--- config.mk ---
export PLATFORM = sky130hd
export DESIGN_NAME = icv_mac
export DESIGN_NICKNAME = d
export VERILOG_FILES = /design/src/sv/icv_pkg.sv /design/src/sv/icv_mac.sv
export SDC_FILE = /design/constraint.sdc
export NUM_CORES = 2
export LEC_CHECK = 0
export BUFFER_PORTS_ARGS = -buffer_cell sky130_fd_sc_hd__buf_4
export CAP_MARGIN = 0
export CORE_AREA = 2 2 300 302
export CTS_CLUSTER_SIZE = 20
export DETAILED_ROUTE_END_ITERATION = 10
export DIE_AREA = 0 0 302 304
export GPL_ROUTABILITY_DRIVEN = 0
export PLACE_DENSITY = 0.83
export SYNTH_ARGS = -nofsm -noshare
export SYNTH_HDL_FRONTEND = slang
export SYNTH_SLANG_ARGS = --single-unit
export TNS_END_PERCENT = 20
--- constraint.sdc ---
create_clock -name clk -period 11.6 [get_ports clk]
set_input_delay 1.74 -clock clk [delete_from_list [all_inputs] [get_ports clk]]
set_output_delay 1.74 -clock clk [all_outputs]
set_load 0.05 [all_outputs]
--- src/sv/icv_pkg.sv ---
// icv_pkg: shared widths, register indices, types and helpers for the 3x3 convolution block
// no dependencies; used by every other file of the block
`default_nettype none

package icv_pkg;

  localparam int KSIZE        = 3;
  localparam int KTAPS        = KSIZE * KSIZE;
  localparam int CENTRE_TAP   = KTAPS / 2;
  localparam int PIX_W        = 8;
  localparam int COEF_W       = 16;
  localparam int KROW_W       = KSIZE * COEF_W;
  localparam int WIDTH_REG_W  = 11;
  localparam int HEIGHT_REG_W = 13;
  localparam int ROW_W        = 13;
  localparam int CALC_W       = 13;
  localparam int MIN_DIM      = 3;
  localparam int MAX_HEIGHT   = 4096;
  localparam int FRAC_BITS    = 12;
  localparam int PROD_W       = PIX_W + 1 + COEF_W;
  localparam int RSUM_W       = PROD_W + 2;
  localparam int SUM_W        = RSUM_W + 2;
  localparam int PIX_MAX      = 255;

  localparam int CFG_INDEX_W  = 3;
  localparam int CFG_DATA_W   = KROW_W;

  localparam logic [CFG_INDEX_W-1:0] REG_IMAGE_WIDTH    = 3'd0;
  localparam logic [CFG_INDEX_W-1:0] REG_IMAGE_HEIGHT   = 3'd1;
  localparam logic [CFG_INDEX_W-1:0] REG_KERNEL_ROW_TOP = 3'd2;
  localparam logic [CFG_INDEX_W-1:0] REG_KERNEL_ROW_MID = 3'd3;
  localparam logic [CFG_INDEX_W-1:0] REG_KERNEL_ROW_BOT = 3'd4;

  typedef logic [PIX_W-1:0] pix_t;
  typedef logic [KTAPS-1:0][PIX_W-1:0] window_t;
  typedef logic [KSIZE-1:0][KROW_W-1:0] kernel_t;

  typedef struct packed {
    logic emit;
    logic border;
    logic last;
  } meta_t;

  // coefficient c of a packed kernel row, left column in the low bits
  function automatic logic signed [COEF_W-1:0] coef(input logic [KROW_W-1:0] krow,
                                                    input int unsigned c);
    return signed'(krow[c*COEF_W +: COEF_W]);
  endfunction

endpackage

`default_nettype wire

--- src/sv/icv_mac.sv ---
// icv_mac: nine coefficient products, row sums, final sum with truncation and saturation
// depends on icv_pkg
`default_nettype none

module icv_mac (
  input  logic              clk,
  input  logic              en_prod,
  input  logic              en_rsum,
  input  icv_pkg::window_t  win,
  input  icv_pkg::kernel_t  krow,
  input  icv_pkg::meta_t    meta_in,
  output icv_pkg::meta_t    meta_out,
  output icv_pkg::pix_t     result
);

  localparam int K  = icv_pkg::KSIZE;
  localparam int SW = icv_pkg::SUM_W;

  logic signed [icv_pkg::PROD_W-1:0] prod [icv_pkg::KTAPS];
  logic signed [icv_pkg::RSUM_W-1:0] rsum [K];
  logic signed [SW-1:0]              sum;
  logic [SW-icv_pkg::FRAC_BITS-1:0]  shifted;
  icv_pkg::pix_t                     centre_p, centre_r, sat;
  icv_pkg::meta_t                    meta_p;

  always_ff @(posedge clk) begin
    if (en_prod) begin
      for (int r = 0; r < K; r++) begin
        for (int c = 0; c < K; c++) begin
          prod[r*K + c] <= $signed({1'b0, win[r*K + c]}) * icv_pkg::coef(krow[r], c);
        end
      end
      centre_p <= win[icv_pkg::CENTRE_TAP];
      meta_p   <= meta_in;
    end
  end

  always_ff @(posedge clk) begin
    if (en_rsum) begin
      for (int r = 0; r < K; r++) begin
        rsum[r] <= icv_pkg::RSUM_W'(prod[r*K]) + icv_pkg::RSUM_W'(prod[r*K + 1]) +
                   icv_pkg::RSUM_W'(prod[r*K + 2]);
      end
      centre_r <= centre_p;
      meta_out <= meta_p;
    end
  end

  assign sum     = SW'(rsum[0]) + SW'(rsum[1]) + SW'(rsum[2]);
  assign shifted = sum[SW-1:icv_pkg::FRAC_BITS];

  // non-positive sums clamp to black, large ones to white
  always_comb begin
    if (sum <= 0) begin
      sat = '0;
    end else if (shifted > (SW-icv_pkg::FRAC_BITS)'(icv_pkg::PIX_MAX)) begin
      sat = icv_pkg::PIX_W'(icv_pkg::PIX_MAX);
    end else begin
      sat = shifted[icv_pkg::PIX_W-1:0];
    end
  end

  assign result = meta_out.border ? centre_r : sat;

endmodule

`default_nettype wire

# Word level (Yosys, flattened, before mapping)
# Memories as Yosys holds them, arrays and structs flattened.
# Cells that the tools add are included.
# op_classes
addsub	8
eq_ne	0
n_mux	7
mul	9
n_div	0
reduce_logical	0
n_lt_le_gt_ge	2
shift	0
bitwise	0
# op_table
operator	n
9-bit by 16-bit multiplier with 25-bit output	9
26-bit by 25-bit adder with 27-bit output	3
25-bit by 25-bit adder with 26-bit output	3
28-bit by 27-bit adder with 29-bit output	1
29-bit by 1-bit less-or-equal comparator with 1-bit output (second input constant)	1
27-bit by 27-bit adder with 28-bit output	1
8-bit 2-to-1 mux	3
17-bit by 8-bit greater-than comparator with 1-bit output (second input constant)	1
1-bit 2-to-1 mux	4
# word_totals
out_inout_bits	11
in_bits	222
n_memories	2
rom_bits	0
latch_bits	0
regBits	22
ramBits	306
# memory_table
name	depth	word_bits	rd	rd_clocked_by_memory_dff	write_ports	line	text
prod	9	25	9	0	9	icv_mac.sv:19	logic signed [icv_pkg::PROD_W-1:0] prod [icv_pkg::KTAPS];
rsum	3	27	3	0	3	icv_mac.sv:20	logic signed [icv_pkg::RSUM_W-1:0] rsum [K];

# Longest topological paths before layout
# depth
ltp_word	6
mapped_depth	22

# Worst setup path after synthesis
# OpenSTA, ideal clock, no wires.
# synth_path
path_kind	input -> register
start	input win[32] in the netlist's numbering
end	memory prod[0][123] in the netlist's numbering (data pin)
setup_ns	0.258
path_buffers	1
t_required_ns	11.342
slack_ns	5.053
arrival_ns	6.289
path_stages	19
cell_sequence	clkbuf_1 nand2_1 fa_1 inv_1 fa_1 fa_1 inv_1 fa_1 inv_1 ha_1 o21ai_0 o21ba_2 a2111oi_0 a311o_1 a31oi_1 a21oi_1 a21o_1 a21oi_1 xnor2_1
# synth_rtl
element	line	text
from (decl)	icv_mac.sv:9	input icv_pkg::window_t win,
to (decl)	icv_mac.sv:19	

==> results.json <==
{
  "run_status": "finished clean",
  "yosysTopAreaCellShare_pct": 35.81,
  "global_route_wire_length_before_repair_um": 211600,
  "cp_max_fo": 8,
  "mappedNetlistNets": 7620,
  "synth_sequential_area_ratio_pct": 17.20,
  "cell_with_the_largest_stage_delay_on_the_worst_path": "sky130_fd_sc_hd__a41oi_1",
  "grt_start_max_net_pins": 104,
  "floorplan.io_pins": 233,
  "final-max-slew-violation-count": 0,
  "floorplan.initialDensity_pct": 64.29,
  "syn_area_um2": 57250,
  "post-cts-setup-buffer-count": 0,
  "avgRoutedWirePerCell_um": 17.32,
  "netlist.top_cell.by_area": "sky130_fd_sc_hd__fa_1",
  "worst_slew_margin_rel_pct": 28.78,
  "synth_seq_cells": 328,
  "numPortBuffers": 232,
  "number_of_antenna_violations_at_the_first_check_in_global_routing": 4,
  "die_width_um": 302,
  "setup.worst_path.start_class": "register",
  "hold_violations": 0,
  "clk_latency_ps": 570,
  "fp.dieH_um": 304,
  "clock-skew-final_ps": 27.33,
  "drtAntennaViolNets": 0,
  "dieArea_um2": 91810,
  "grtUsageTotal_pct": 28.60,
  "synthDistinctLibCells": 74,
  "synth-async-reset-ratio_pct": 0,
  "cap_violations": 0,
  "worstPathArrival_ps": 4840,
  "hpwlAfterDp_um": 103000,
  "routed_wirelength_um": 125100,
  "worst_path_largest_cell_delay_ps": 570,
  "finalSetupTns_ps": 0,
  "total_via_count_after_detailed_routing": 39980,
  "layout_min_cycle_time_ps": 6581,
  "grt_setup_unrepaired": "no",
  "cts_hold_repair.buffers": 0,
  "syn_avg_cell_area_um2": 9.834,
  "critical_path.cell_chain": "fa_1 > ha_1 > or4_1 > nand3_1 > a2bb2oi_2 > o21ai_1 > a2111o_1 > and3b_1 > a211o_1 > a41oi_1 > buf_4",
  "cts_buffers": 37,
  "report.final.setup_viol": 0,
  "flow.area_growth_from_synthesis_pct": 7.277,
  "cp.required_ps": 9860,
  "tritoncts": "yes",
  "timing.setup.critical_path_class": "reg2out",
  "placement_rows": 110,
  "number_of_global_route_vias_before_repair": 43010,
  "cts.sinks": 328,
  "synthFlopType": "sky130_fd_sc_hd__edfxtp_1",
  "timing.final.crit_share_pct": 56.74,
  "synth_area_leaders": "sky130_fd_sc_hd__fa_1 (36%), sky130_fd_sc_hd__edfxtp_1 (17%), sky130_fd_sc_hd__ha_1 (12%), sky130_fd_sc_hd__inv_1 (8.7%), sky130_fd_sc_hd__and2_1 (7.9%)",
  "via_per_inst": 5.534,
  "cts_clock_pin_slew_for_the_worst_setup_and_hold_paths_ps": 60,
  "fin_nets": 7814,
  "achievable-frequency_mhz": 151.9,
  "drt_initial_violations": 2461,
  "clock_tree.htree_level_count": 2,
  "clock-root-buffer": "sky130_fd_sc_hd__clkbuf_16",
  "r2r_setup_slack_ps": 7520,
  "drt_pre_antenna_iters": 5,
  "layout_cells_sized_above_1_pct": 5.393,
  "coreArea_um2": 89050,
  "yosys_warnings": 0,
  "most-common-layout-cells": "sky130_fd_sc_hd__inv_1 (1,334), sky130_fd_sc_hd__fa_1 (1,024), sky130_fd_sc_hd__and2_1 (719)",
  "worstHoldPathType": "reg2reg",
  "cts-resized-gates": 0,
  "most_common_library_cell_in_the_layout_ignoring_fill_and_taps": "sky130_fd_sc_hd__inv_1",
  "synth-edff-count": 328,
  "overflow": 0,
  "clk_path_buf_depth": 3,
  "hold_slack_ps": 418.3,
  "drt_drc_violations_left": 0,
  "synthesis.instances": 5822,
  "timing.critical_path.to_type": "output port",
  "timing_worst_slew_pin_value_ps": 1068
}
==> sequential cells by signal, summed over array words and instances (netlist names) <==
signal    count
centre_p      8
centre_r      8
meta_out      3
prod        225
meta_p        3
rsum         81
==> synth_stat cells (18+ instances only) <==
cell                       number
sky130_fd_sc_hd__a211oi_1      23
sky130_fd_sc_hd__a21o_1        60
sky130_fd_sc_hd__a21oi_1      170
sky130_fd_sc_hd__a31oi_1       26
sky130_fd_sc_hd__and2_1       719
sky130_fd_sc_hd__and3_1        18
sky130_fd_sc_hd__clkbuf_1      80
sky130_fd_sc_hd__edfxtp_1     328
sky130_fd_sc_hd__fa_1        1024
sky130_fd_sc_hd__ha_1         552
sky130_fd_sc_hd__inv_1       1334
sky130_fd_sc_hd__nand2_1      546
sky130_fd_sc_hd__nand2b_1      36
sky130_fd_sc_hd__nand3_1       40
sky130_fd_sc_hd__nor2_1       161
sky130_fd_sc_hd__nor2b_1       37
sky130_fd_sc_hd__nor3_1        50
sky130_fd_sc_hd__o21a_1        44
sky130_fd_sc_hd__o21ai_0       97
sky130_fd_sc_hd__or3_1         21
sky130_fd_sc_hd__xnor2_1      208
sky130_fd_sc_hd__xor2_1        59
==> path summary, 6_finish.rpt <==
check               from           to  depth (start not counted)
max           rsum[0][5]    result[6]                         11
min          centre_p[7]  centre_r[7]                          0
max reg2reg   prod[0][1]  rsum[0][25]                         14
min reg2reg  centre_p[7]  centre_r[7]                          0
==> cell type report <==
cell class	count	area, um^2
diodes	4	10.01
clock buffers	42	987.2
clock inverters	26	226.5
fillers	6566	27630
inverters	1334	5007
multi-input cells	4080	42100
flip-flops and latches	328	9849
well taps	1176	1471
repair buffers	235	1772
==> metrics by stage <==
step / std cells / setup WS (ps) / util (%) / area (um^2)
5_1_grt: 7225 / 4901 / 68.97 / 61420
6_report: 7225 / 5019 / 68.97 / 61420
4_1_cts: 7221 / 5084 / 68.96 / 61410
3_5_place_dp: 7153 / 4672 / 67.60 / 60200
2_1_floorplan: 5822 / 5053 / - / 57250
3_3_place_gp: 7153 / 4761 / 67.60 / 60200
==> routing by layer <==
metal,track usage [%],up-vias,share of wire [%]
li1,-,18380,-
met1,37.45,20180,40
met2,50.06,1189,51
met3,2.856,237,5.6
met4,9.256,0,3.3
met5,0,-,0
==> kinds of logic after synthesis <==
logic type	share of synthesized area (%)
and+or+nand+nor	15.08
buffers and inverters	9.271
DFF	17.20
xor gates and xnor gates	4.085
muxes	0.07212
adders and majority gates	47.87
AOI/OAI and AO/OA	6.419
==> worst max-delay path, delay by kind of cell (launching register included) <==
family / cells / cell delay, ps
DFF: 1 / 430
AOI/OAI and AO/OA: 5 / 1820
and+or+nand+nor: 3 / 850
buffers and inverters: 1 / 300
adders and majority gates: 2 / 870
Power is left out: the tool's default activity adds up to more than one toggle a clock period on the data nets, which glitch-free logic cannot reach.
