==> config.mk <==
export PLATFORM = sky130hd
export DESIGN_NAME = icv_ctrl
export DESIGN_NICKNAME = d
export VERILOG_FILES = /design/src/sv/icv_pkg.sv /design/src/sv/icv_ctrl.sv
export SDC_FILE = /design/constraint.sdc
export NUM_CORES = 1
export LEC_CHECK = 0
export BUFFER_PORTS_ARGS = -buffer_cell sky130_fd_sc_hd__buf_4
export CAP_MARGIN = 20
export CORE_MARGIN = 1
export CORE_UTILIZATION = 43
export CTS_CLUSTER_DIAMETER = 80
export CTS_CLUSTER_SIZE = 40
export DETAILED_ROUTE_END_ITERATION = 10
export HOLD_SLACK_MARGIN = 0.1
export PLACE_DENSITY_LB_ADDON = 0.1
export SYNTH_ARGS = -nofsm -noshare
export SYNTH_HDL_FRONTEND = slang
export SYNTH_SLANG_ARGS = --single-unit
==> constraint.sdc <==
create_clock -name clk -period 9.7 [get_ports clk]
set_input_delay 1.455 -clock clk [delete_from_list [all_inputs] [get_ports clk]]
set_output_delay 1.455 -clock clk [all_outputs]
set_load 0.05 [all_outputs]
==> src/sv/icv_pkg.sv <==
// icv_pkg: shared widths, register indices, types and helpers for the 3x3 convolution block
// no dependencies; used by every other file of the block
`default_nettype none

package icv_pkg;

  localparam int KSIZE        = 3;
  localparam int KTAPS        = KSIZE * KSIZE;
  localparam int CENTRE_TAP   = KTAPS / 2;
  localparam int PIX_W        = 8;
  localparam int COEF_W       = 16;
  localparam int KROW_W       = KSIZE * COEF_W;
  localparam int WIDTH_REG_W  = 11;
  localparam int HEIGHT_REG_W = 13;
  localparam int ROW_W        = 13;
  localparam int CALC_W       = 13;
  localparam int MIN_DIM      = 3;
  localparam int MAX_HEIGHT   = 4096;
  localparam int FRAC_BITS    = 12;
  localparam int PROD_W       = PIX_W + 1 + COEF_W;
  localparam int RSUM_W       = PROD_W + 2;
  localparam int SUM_W        = RSUM_W + 2;
  localparam int PIX_MAX      = 255;

  localparam int CFG_INDEX_W  = 3;
  localparam int CFG_DATA_W   = KROW_W;

  localparam logic [CFG_INDEX_W-1:0] REG_IMAGE_WIDTH    = 3'd0;
  localparam logic [CFG_INDEX_W-1:0] REG_IMAGE_HEIGHT   = 3'd1;
  localparam logic [CFG_INDEX_W-1:0] REG_KERNEL_ROW_TOP = 3'd2;
  localparam logic [CFG_INDEX_W-1:0] REG_KERNEL_ROW_MID = 3'd3;
  localparam logic [CFG_INDEX_W-1:0] REG_KERNEL_ROW_BOT = 3'd4;

  typedef logic [PIX_W-1:0] pix_t;
  typedef logic [KTAPS-1:0][PIX_W-1:0] window_t;
  typedef logic [KSIZE-1:0][KROW_W-1:0] kernel_t;

  typedef struct packed {
    logic emit;
    logic border;
    logic last;
  } meta_t;

  // coefficient c of a packed kernel row, left column in the low bits
  function automatic logic signed [COEF_W-1:0] coef(input logic [KROW_W-1:0] krow,
                                                    input int unsigned c);
    return signed'(krow[c*COEF_W +: COEF_W]);
  endfunction

endpackage

`default_nettype wire

==> src/sv/icv_ctrl.sv <==
// icv_ctrl: input position counters, geometry clamping and per-pixel border/emit flags
// depends on icv_pkg
`default_nettype none

module icv_ctrl #(
  parameter int MAX_WIDTH = 1024,
  localparam int COL_W = $clog2(MAX_WIDTH)
) (
  input  logic                              clk,
  input  logic                              rst,
  input  logic                              advance,
  input  logic [icv_pkg::WIDTH_REG_W-1:0]   image_width,
  input  logic [icv_pkg::HEIGHT_REG_W-1:0]  image_height,
  output logic [COL_W-1:0]                  addr,
  output icv_pkg::meta_t                    meta
);

  localparam int CW = icv_pkg::CALC_W;

  logic [COL_W-1:0]            in_column, in_column_next;
  logic [icv_pkg::ROW_W-1:0]   in_row, in_row_next;
  logic [CW-1:0]               w_eff, h_eff, w_raw, h_raw, col_ext, ocol;
  logic [icv_pkg::ROW_W-1:0]   orow;

  assign w_raw   = CW'(image_width);
  assign h_raw   = CW'(image_height);
  assign col_ext = CW'(in_column);

  always_comb begin
    if (w_raw < CW'(icv_pkg::MIN_DIM)) begin
      w_eff = CW'(icv_pkg::MIN_DIM);
    end else if (w_raw > CW'(MAX_WIDTH)) begin
      w_eff = CW'(MAX_WIDTH);
    end else begin
      w_eff = w_raw;
    end
    if (h_raw < CW'(icv_pkg::MIN_DIM)) begin
      h_eff = CW'(icv_pkg::MIN_DIM);
    end else if (h_raw > CW'(icv_pkg::MAX_HEIGHT)) begin
      h_eff = CW'(icv_pkg::MAX_HEIGHT);
    end else begin
      h_eff = h_raw;
    end
  end

  // the result leaving now belongs to the pixel one row plus one pixel back
  always_comb begin
    meta.emit = (in_row >= icv_pkg::ROW_W'(2)) ||
                (in_row == icv_pkg::ROW_W'(1) && in_column != '0);
    if (in_column != '0) begin
      orow = in_row - icv_pkg::ROW_W'(1);
      ocol = col_ext - CW'(1);
    end else begin
      orow = in_row - icv_pkg::ROW_W'(2);
      ocol = w_eff - CW'(1);
    end
    meta.border = (orow == '0) || (CW'(orow) >= h_eff - CW'(1)) ||
                  (ocol == '0) || (ocol >= w_eff - CW'(1));
    meta.last   = (CW'(orow) >= h_eff - CW'(1)) && (ocol >= w_eff - CW'(1));
  end

  assign addr = in_column;

  always_comb begin
    if (col_ext + CW'(1) >= w_eff) begin
      in_column_next = '0;
      in_row_next    = in_row + icv_pkg::ROW_W'(1);
    end else begin
      in_column_next = in_column + COL_W'(1);
      in_row_next    = in_row;
    end
    // end of frame: start the next one from the top left
    if (meta.emit && meta.last) begin
      in_column_next = '0;
      in_row_next    = '0;
    end
  end

  always_ff @(posedge clk) begin
    if (rst) begin
      in_column <= '0;
      in_row    <= '0;
    end else if (advance) begin
      in_column <= in_column_next;
      in_row    <= in_row_next;
    end
  end

  a_frame_restart: assert property (@(posedge clk) disable iff (rst)
    advance && meta.emit && meta.last |=> in_column == '0 && in_row == '0)
    else $error("counters not cleared after last pixel");

  a_last_is_border: assert property (@(posedge clk) disable iff (rst)
    meta.emit && meta.last |-> meta.border)
    else $error("last pixel not treated as border");

endmodule

`default_nettype wire

# After elaboration in Yosys (flattened, before gate mapping)
# Cells that the tools add are included.
# Widths: inputs -> output; s select.
[totals] reg_bits=23 in_bits=27 out_inout_bits=13 wordCells=41
[op_classes] addsub=8 magnitude_cmp=8 eq_ne=1 n_mux=10 n_reduce_logical=12
[ops] operator="$mux 13" count=6
[ops] operator="$sub 13x1->13 const B" count=3
[ops] operator="$ge 13x13->1" count=2
[ops] operator="$logic_not 13->1" count=2
[ops] operator="$mux 11" count=2
[ops] operator="$mux 10" count=2
[ops] operator="$add 13x1->13 const B" count=1
[ops] operator="$eq 13x1->1 const B" count=1
[ops] operator="$ge 11x13->1" count=1
[ops] operator="$ge 13x2->1 const B" count=1
[ops] operator="$gt 13x13->1 const B" count=1
[ops] operator="$lt 13x2->1 const B" count=1
[ops] operator="$sub 13x2->13 const B" count=1
[ops] operator="$add 10x1->11 const B" count=1
[ops] operator="$gt 11x11->1 const B" count=1
[ops] operator="$lt 11x2->1 const B" count=1
[ops] operator="$sub 10x1->11 const B" count=1
[ops] operator="$add 10x1->10 const B" count=1
[ops] operator="$reduce_bool 10->1" count=1
[ops] operator="$logic_or 1x1->1" count=4
[ops] operator="$logic_and 1x1->1" count=3
[ops] operator="$reduce_and 2->1" count=1
[ops] operator="$reduce_bool 2->1" count=1

# Logic depth before layout (Yosys ltp)
# Gate-level depths: netlist of the first run.
[depth] word_depth=10 mapped_depth=20 mapped_depth_nobuf=18

# Worst setup path after synthesis of the first run
# OpenSTA, ideal clock, no wires.
[synth_path] path_type="input-to-output" startpoint="input port image_width[7] (netlist bit)" endpoint="output port meta[1] (netlist bit)" arrival_ns=5.334 t_required_ns=8.245 setup_slack_ns=2.911 cell_stages=18 n_path_buf=1 path_cell_list="or3_1 > nor4b_2 > o21ai_0 > ha_1 > clkbuf_1 > nor2b_1 > a31oi_1 > o21ai_0 > a211o_1 > nand2_1 > ha_1 > a21oi_1 > o21ai_0 > or4b_2 > a21oi_1 > o211ai_1 > a31oi_1 > o31ai_1"
[synth_rtl] item="start: declaration" line_no="icv_ctrl.sv:12" rtl="input logic [icv_pkg::WIDTH_REG_W-1:0] image_width,"
[synth_rtl] item="end: declaration" line_no="icv_ctrl.sv:15" rtl="output icv_pkg::meta_t meta"

==> impl_metrics.yaml, run 1 <==
placement:
  dp_hpwl_mm: 6.90
  port_buffers: 39
  gp_congestion: 0.832
  post_dp_cell_area_sq_mm: 0.00372
  dp.cells: 581
setup_path:
  cp_max_fo: 9
  crit_path_end_kind: "output pin"
  worstPathRequired_ns: 8.25
  r2r_slack_ns: 5.10
  worstReg2RegStart: "addr[0]"
  cp-startpoint: "image_width[7]"
  cp_data_arrival_time_ns: 5.74
  crit_type: "input port to output pin"
  start_kind: "input port"
synthesis:
  synthesis.area_sq_mm: 0.00341
  synthArstFlopShare_pct: 0
  netlist_instances: 462
  ys_dominant_reg_cell: "dfxtp_1"
  yosysSeqAreaShare_pct: 13.5
  yosysTopAreaCell: "ha_1"
  synth_top_area_share_pct: 17.6
  synth_fp_nets: 537
  synth_edf_count: 0
  yosysWarnings: 0
  ys_types: 60
  synthTopCellsByArea: "ha_1 (18%), dfxtp_1 (13%), xor2_1 (6.9%)"
  ys_ff_latch: 23
  syn_avg_cell_area_sq_um: 7.38
routing:
  dr.pass1.iters: 4
  vias_per_cell: 5.72
  wl_per_cell_microns: 14.4
  vias: 3344
  ant_nets: 0
  wirelength_mm: 8.44
  drt_iter0_drc: 109
  drc: 0
clock_tree:
  clk_pin_slew_ns: 0.08
  htreeDepth: 1
  ctsHoldBuffers: 0
  numCtsBuffers: 3
  clkSinkCount: 23
  clock_latency_ns: 0.26
  postCtsResizedCells: 0
  post_cts_buffers: 0
  clockBufferDepth: 2
  cts_tree: "done"
  root_buffer: "clkbuf_8"
sta:
  finalSetupViolCount: 0
  worst_slew_pin_slew_ns: 0.773
  min_period_over_period_pct: 74.2
  finalCriticalPeriod_ns: 7.20
  skew_ns: 0.00212
  tns_ns: 0
  slew_viol_final: 0
  rsz0062_at_grt: "no"
  whs_ns: 0.534
  hold_viol_final: 0
  relSlewSlack_pct: 48.4
  max_freq_mhz: 139
layout:
  layout.nets: 559
  final_cells: 585
  drive_gt1_share_pct: 11.8
  fillers: 838
  final_common_cell: "nand2_1"
  stdcell_area_sq_mm: 0.00377
  multiInputGateArea_sq_mm: 0.00279
  seqCellArea_sq_um: 460
  num_antenna_cells: 0
  syn2layout_area_growth_pct: 10.5
  final_cell_mix: "nand2_1 (50), ha_1 (48), nor2_1 (45)"
die:
  fp.dieH_microns: 91.1
  fp.coreArea_sq_mm: 0.00769
  initial_core_util_pct: 44.4
  rows: 32
  io_pins: 40
  dieArea_sq_mm: 0.00829
  die_x_microns: 91.1
outcome:
  status: "completed"
global_routing:
  grt_first_pass_wirelength_mm: 14.4
  grt_max_degree: 18
  overflow: 0
  antenna_found_initial: 0
  grt_pass1_vias: 3114
  grtUsageTotal_pct: 20.8
power_and_ir_drop:
  max-vdd-ir-drop_uv: 40.5
  power_density_mw_per_mm2: 77.1
  total_leakage_power_nw: 1.62
job:
  cap_violations: 0
min_path:
  min_path_type: "register to register"
  min_from: "in_row[12]"
[metal layers]
| layer | global-route usage (%) | share of wire, % |
|---|---|---|
| met2 | 38.2 | 49 |
| met1 | 25.4 | 46 |
| met4 | 4.23 | 1.4 |
| met5 | 0 | 0 |
| met3 | 3.18 | 2.9 |
[sequential cells by signal (all words and copies together) (netlist names)]
signal and flops:
addr 10, in_row 13
[power breakdown]
part	total [mW]	internal [mW]	switching [mW]	leakage, nW
clock	0.0594	0.0293	0.0300	0.0228
combinational	0.133	0.0539	0.0794	1.41
sequential	0.0977	0.0953	0.00248	0.186
[synth_stat cells (3+ instances only)]
master     n
nor3_1    18
o211ai_1   5
o21ai_0   26
nand3_1   16
a21oi_1   34
mux2i_1    5
buf_2      5
a21o_1     6
nand4_1    8
nand3b_1   3
o31ai_1    6
a211oi_1   3
dfxtp_1   23
nor2b_1    7
nand2b_1   4
xnor2_1   15
nor4_1     4
and3_1     6
a211o_1    4
or3_1      6
o21bai_1   3
inv_1     15
or4_1      5
nor2_1    45
a31oi_1    6
xor2_1    27
o21a_1     4
ha_1      48
nand2_1   50
clkbuf_1  13
[final cells by class]
type	instances	share of cell area, %
inverter	15	1.49
clock buffer	4	1.20
multi-input combinational	402	73.9
tap	102	3.39
sequential	23	12.2
timing repair buffer	39	7.77
[per-stage QoR]
step	power [mW]	util [%]	worst slack [ns]
finish	0.290	49.0	2.50
global route	0.314	49.0	2.04
CTS	0.292	49.0	2.50
detailed placement	0.233	48.4	2.51
global placement	0.231	48.4	2.69
floorplan	0.194	-	2.91
[path summary, 6_finish.rpt]
kind / depth (start not counted) / end
min reg2reg: 2 / in_row[12]
max reg2reg: 14 / in_row[7]
min: 2 / in_row[12]
max: 19 / meta[1]
[worst max-delay path: stages]
cell	delay, ns
buf_4	0.12
or3_1	0.42
nor4b_2	0.42
o21ai_0	0.26
ha_1	0.36
nor2b_1	0.19
a31oi_1	0.15
o21ai_0	0.13
a211o_1	0.27
nand2_1	0.09
ha_1	0.24
a21oi_1	0.13
o21ai_0	0.09
or4b_2	0.60
a21oi_1	0.21
o211ai_1	0.11
a31oi_1	0.18
o31ai_1	0.11
buf_4	0.20
[logic make-up (layout without fill, tap and decap cells)]
family	after synthesis	in the layout	share of synthesized area [%]
AOI/OAI and AO/OA	112	112	20.9
xor gates and xnor gates	42	42	10.8
adders and majority gates	48	48	17.6
buffers and inverters	37	58	4.81
DFF	23	23	13.5
muxes	5	5	1.47
other	2	2	0.220
and+or+nand+nor	193	193	30.7
No activity file was read; power rests on OpenSTA's default activity.
==> run 2, diff against run 1 <==
--- a/config.mk
+++ b/config.mk
@@ -5,6 +5,7 @@
 export SDC_FILE = /design/constraint.sdc
 export NUM_CORES = 1
 export LEC_CHECK = 0
+export ABC_AREA = 1
 export BUFFER_PORTS_ARGS = -buffer_cell sky130_fd_sc_hd__buf_4
 export CAP_MARGIN = 20
 export CORE_MARGIN = 1
==> constraint.sdc (replaced) <==
create_clock -name clk -period 6.7 [get_ports clk]
set_input_delay 1.005 -clock clk [delete_from_list [all_inputs] [get_ports clk]]
set_output_delay 1.005 -clock clk [all_outputs]
set_load 0.05 [all_outputs]
==> impl_metrics.yaml, run 2 <==
outcome:
  status: "completed"
setup_path:
  cp_data_arrival_time_ns: 4.39
  r2r_slack_ns: 2.72
  crit_type: "input port to output pin"
  start_kind: "input port"
  r2r_cells: 21
  rr_endpoint: "in_row[4]"
  worstPathRequired_ns: 5.69
  cp_max_fo: 14
  crit_path_end_kind: "output pin"
  worstReg2RegStart: "addr[0]"
sta:
  finalCriticalPeriod_ns: 5.39
  setup_ws_ns: 1.31
  hold_viol_final: 0
  finalSetupViolCount: 0
  rsz0062_at_grt: "no"
  tns_ns: 0
  slew_viol_final: 0
  relSlewSlack_pct: 54.6
  whs_ns: 0.524
  max_freq_mhz: 185
  min_period_over_period_pct: 80.5
  skew_ns: 0.00700
  worst_slew_pin_slew_ns: 0.680
global_routing:
  grtUsageMet2_pct: 35.1
  grt_max_degree: 26
  met1_usage_pct: 31.5
  use_met3_pct: 0.627
  antenna_found_initial: 0
  overflow: 0
  top_usage_layer: "met2"
  grt_first_pass_wirelength_mm: 17.7
  grt_pass1_vias: 3827
  grtUsageTotal_pct: 21.4
clock_tree:
  clockBufferDepth: 2
  root_buffer: "clkbuf_8"
  ctsHoldBuffers: 0
  clk_pin_slew_ns: 0.08
  htreeDepth: 1
  postCtsResizedCells: 0
  cts_tree: "done"
  post_cts_buffers: 0
  clkSinkCount: 23
  clock_latency_ns: 0.27
  numCtsBuffers: 3
synthesis:
  synth_top_area_share_pct: 14.5
  synthTopCellsByCount: "nand2_1 (134), inv_1 (91), nor2_1 (58)"
  yosysWarnings: 0
  ys_dominant_reg_cell: "dfxtp_1"
  ys_ff_latch: 23
  synth_fp_nets: 732
  synth_edf_count: 0
  post-synth-top-count-cell: "nand2_1"
  ys_types: 44
  synthTopCellsByArea: "ha_1 (15%), nand2_1 (12%), dfxtp_1 (11%)"
  synthArstFlopShare_pct: 0
  yosysTopAreaCell: "ha_1"
  yosysSeqAreaShare_pct: 11.1
  syn_avg_cell_area_sq_um: 6.30
  netlist_instances: 657
  synthesis.area_sq_mm: 0.00414
placement:
  gp_congestion: 0.907
  port_buffers: 39
  post_dp_cell_area_sq_mm: 0.00442
  dp.cells: 799
  detailedPlace.worstSlack_ns: 1.31
  dp_hpwl_mm: 8.51
layout:
  drive_gt1_share_pct: 13.1
  final_cell_mix: "nand2_1 (134), inv_1 (91), nor2_1 (58)"
  final_common_cell: "nand2_1"
  num_antenna_cells: 0
  final_util_pct: 48.1
  stdcell_area_sq_mm: 0.00447
  top_register: "in_row"
  final_cells: 803
  syn2layout_area_growth_pct: 7.92
  layout.nets: 750
  largest_reg_flops: 13
power_and_ir_drop:
  fin_total_pwr_mw: 0.471
  total_leakage_power_nw: 2.21
  max-vdd-ir-drop_uv: 146
  power_density_mw_per_mm2: 105
die:
  io_pins: 40
  fp.dieH_microns: 100
  dieArea_sq_mm: 0.0100
  initial_core_util_pct: 44.6
  die_x_microns: 100
  rows: 35
  fp.coreArea_sq_mm: 0.00928
routing:
  ant_nets: 0
  vias: 4158
  wl_per_cell_microns: 12.9
  drt_iter0_drc: 245
  wirelength_mm: 10.4
  vias_per_cell: 5.18
  drc: 0
  dr.pass1.iters: 5
job:
  cap_violations: 0
min_path:
  min_path_type: "register to register"
  hold_end: "in_row[9]"
  min_from: "in_row[9]"
  holdPathStages: 2
-- run 2: cell types whose count changed in the layout (fill, tap and decap cells not counted), sizes merged, moves of 9 or more --
cell,before,now
o21ai,26,17
xor2,27,43
inv,15,92
nor2,45,66
xnor2,15,6
a21oi,35,46
nand2,51,147
nand4,9,45
nand3,16,49
-- run 2: layout make-up --
cell class	count	area, sq um
Tap cell	129	161
Sequential cell	23	460
Inverter	93	349
Timing Repair Buffer	40	300
Clock inverter	1	5.00
Clock buffer	3	41.3
Multi-Input combinational cell	514	3150
Fill cell	1045	4810
-- run 2: kinds of logic after synthesis --
group,share of synthesized area (%)
AND/OR/NAND/NOR,40.4
buffers and inverters,12.8
AO/OA/AOI/OAI,10.7
XOR/XNOR,10.4
adder cells (fa/ha/maj),14.5
flip-flops,11.1
other,0.181
-- run 2: critical path: stages --
cell	delay [ns]
buf_4	0.08
inv_1	0.06
nand4_1	0.09
nor3_1	0.05
a21oi_1	0.12
buf_4	0.19
nor2_1	0.07
a31oi_1	0.21
ha_1	0.23
nand3_1	0.14
nor3_1	0.34
nand2_1	0.09
nand2_1	0.07
nand2_1	0.06
ha_1	0.31
a21oi_1	0.17
o21ai_0	0.12
a21oi_1	0.14
nand3_1	0.18
or2_2	0.31
nor2_1	0.11
nand2_1	0.06
buf_4	0.18
-- run 2: worst max-delay path by stage --
stage	to	startpoint	slack [ns]	cells after the start
after floorplan	meta[1]	image_height[7]	1.62	21
after global placement	meta[1]	image_height[4]	1.39	23
after detailed placement	meta[1]	image_height[4]	1.31	23
after CTS	meta[1]	image_height[4]	1.30	23
after global routing	meta[1]	image_height[4]	0.93	23
final	meta[1]	image_height[7]	1.31	23
-- run 2: layer usage --
metal	wire length (microns)	part of all wire, %	vias to the layer above
met3	388	3.7	6
li1	-	-	2197
met2	4520	44	95
met4	82	0.79	0
met5	0	0	-
met1	5390	52	1860
-- run 2: power breakdown --
group          leakage, nW  internal [mW]  switching, mW
combinational         2.00         0.0900          0.149
sequential           0.186          0.138        0.00316
clock               0.0255         0.0416         0.0489
total                 2.21          0.269          0.202
==> run 3, diff against run 2 <==
==> constraint.sdc (replaced) <==
create_clock -name clk -period 4.61 [get_ports clk]
set_input_delay 0.6915 -clock clk [delete_from_list [all_inputs] [get_ports clk]]
set_output_delay 0.6915 -clock clk [all_outputs]
set_load 0.05 [all_outputs]
==> impl_metrics.yaml, run 3 (synthesis results as in run 2) <==
outcome:
  status: "completed"
layout:
  drive_gt1_share_pct: 17.3
  layout.nets: 763
  final_cell_mix: "nand2_1 (133), inv_1 (90), nor2_1 (53), buf_4 (53)"
  final_util_pct: 50.4
  fillers: 1003
  final_cells: 816
  top_register: "in_row"
  stdcell_area_sq_mm: 0.00468
  syn2layout_area_growth_pct: 12.9
  final_common_cell: "nand2_1"
  largest_reg_flops: 13
  num_antenna_cells: 0
  multiInputGateArea_sq_mm: 0.00326
  seqCellArea_sq_um: 460
routing:
  dr.pass1.iters: 4
  drt_iter0_drc: 162
  drc: 0
  vias: 4192
  wirelength_mm: 10.5
  ant_nets: 0
  wl_per_cell_microns: 12.8
  vias_per_cell: 5.14
power_and_ir_drop:
  total_leakage_power_nw: 2.29
  power_density_mw_per_mm2: 153
  max-vdd-ir-drop_uv: 129
clock_tree:
  cts_tree: "done"
  ctsHoldBuffers: 0
  clk_pin_slew_ns: 0.09
  root_buffer: "clkbuf_8"
  htreeDepth: 1
  numCtsBuffers: 3
  clkSinkCount: 23
  clockBufferDepth: 2
  clock_latency_ns: 0.27
sta:
  hold_viol_final: 0
  slew_viol_final: 0
  min_period_over_period_pct: 96.1
  finalSetupViolCount: 0
  max_freq_mhz: 226
  finalCriticalPeriod_ns: 4.43
  skew_ns: 0.00717
die:
  fp.coreArea_sq_mm: 0.00928
  initial_core_util_pct: 44.6
  io_pins: 40
  dieArea_sq_mm: 0.0100
  rows: 35
  die_x_microns: 100
  fp.dieH_microns: 100
setup_path:
  worstReg2RegStart: "addr[1]"
  cp-startpoint: "image_height[5]"
  crit_type: "input port to output pin"
  cp_max_fo: 4
  start_kind: "input port"
  crit_path_end_kind: "output pin"
  worstPathRequired_ns: 3.92
  cp_data_arrival_time_ns: 3.74
job:
  cap_violations: 0
global_routing:
  antenna_found_initial: 0
  grtUsageTotal_pct: 21.5
  grt_pass1_vias: 3938
  grt_first_pass_wirelength_mm: 17.8
  overflow: 0
  grt_max_degree: 26
placement:
  gp_congestion: 0.873
  post_dp_cell_area_sq_mm: 0.00448
  dp_hpwl_mm: 8.53
  port_buffers: 39
  dp.cells: 806
min_path:
  min_path_type: "register to register"
  min_from: "in_row[9]"
## run 3: worst max-delay path, stage by stage
cell and delay (ns):
buf_4 0.11, inv_1 0.12, nand4_1 0.14, nor4_4 0.32
o21ai_0 0.17, ha_2 0.22, nand3_2 0.13, nor2_2 0.06
nand3b_1 0.11, xor2_1 0.19, ha_1 0.28, a21oi_1 0.18
o21ai_0 0.10, a21oi_1 0.13, nand3_1 0.13, or2_2 0.29
nor2_1 0.11, nand2_1 0.06, buf_4 0.18
## run 3: final timing paths
check                                  to  slack (ns)  cells past startpoint
worst max-delay path              meta[1]        0.18                     19
worst min-delay path            in_row[9]        0.52                      2
worst max register to register  in_row[3]        0.95                     20
worst min register to register  in_row[9]        0.52                      2
## run 3: metrics by stage
step | setup TNS [ns] | setup slack, ns | power (mW) | hold WS, ns
floorplan | 0 | 0.156 | 0.472 | 0.469
global placement | -0.0907 | -0.0907 | 0.559 | 0.499
detailed placement | -0.110 | -0.110 | 0.564 | 0.510
CTS | 0 | 0.0356 | 0.699 | 0.519
global route | -0.127 | -0.0765 | 0.783 | 0.558
finish | 0 | 0.179 | 0.715 | 0.520
## run 3: area by class of cell
class                      instances  share of cell area, %
clock buffer                       3                  0.883
multi-input combinational        514                   69.6
inverter                          93                   7.52
sequential                        23                   9.85
tap                              129                   3.45
timing repair buffer              53                   8.51
clock inverter                     1                  0.161
## run 3: report_power, final
part | internal (mW) | switching, mW | leakage [nW]
logic | 0.148 | 0.231 | 2.08
registers | 0.200 | 0.00287 | 0.186
clock network | 0.0613 | 0.0717 | 0.0217
total | 0.410 | 0.305 | 2.29
## run 3: repair_timing
item | 4_1_cts | 5_1_grt
hold endpoints to repair | 0 | 0
pin swaps | 0 | 5
resized for setup | 3 | 20
endpoints found under the setup margin | 1 | 2
setup buffers | 0 | 6
## run 3: layer usage
metal  global-route usage [%]  up-vias  share of wire (%)
met5                        0        -                  0
met4                     4.46        0               0.95
met3                     1.25       11                2.2
met2                     35.4       46                 44
met1                     30.8     1917                 53
li1                         -     2218                  -
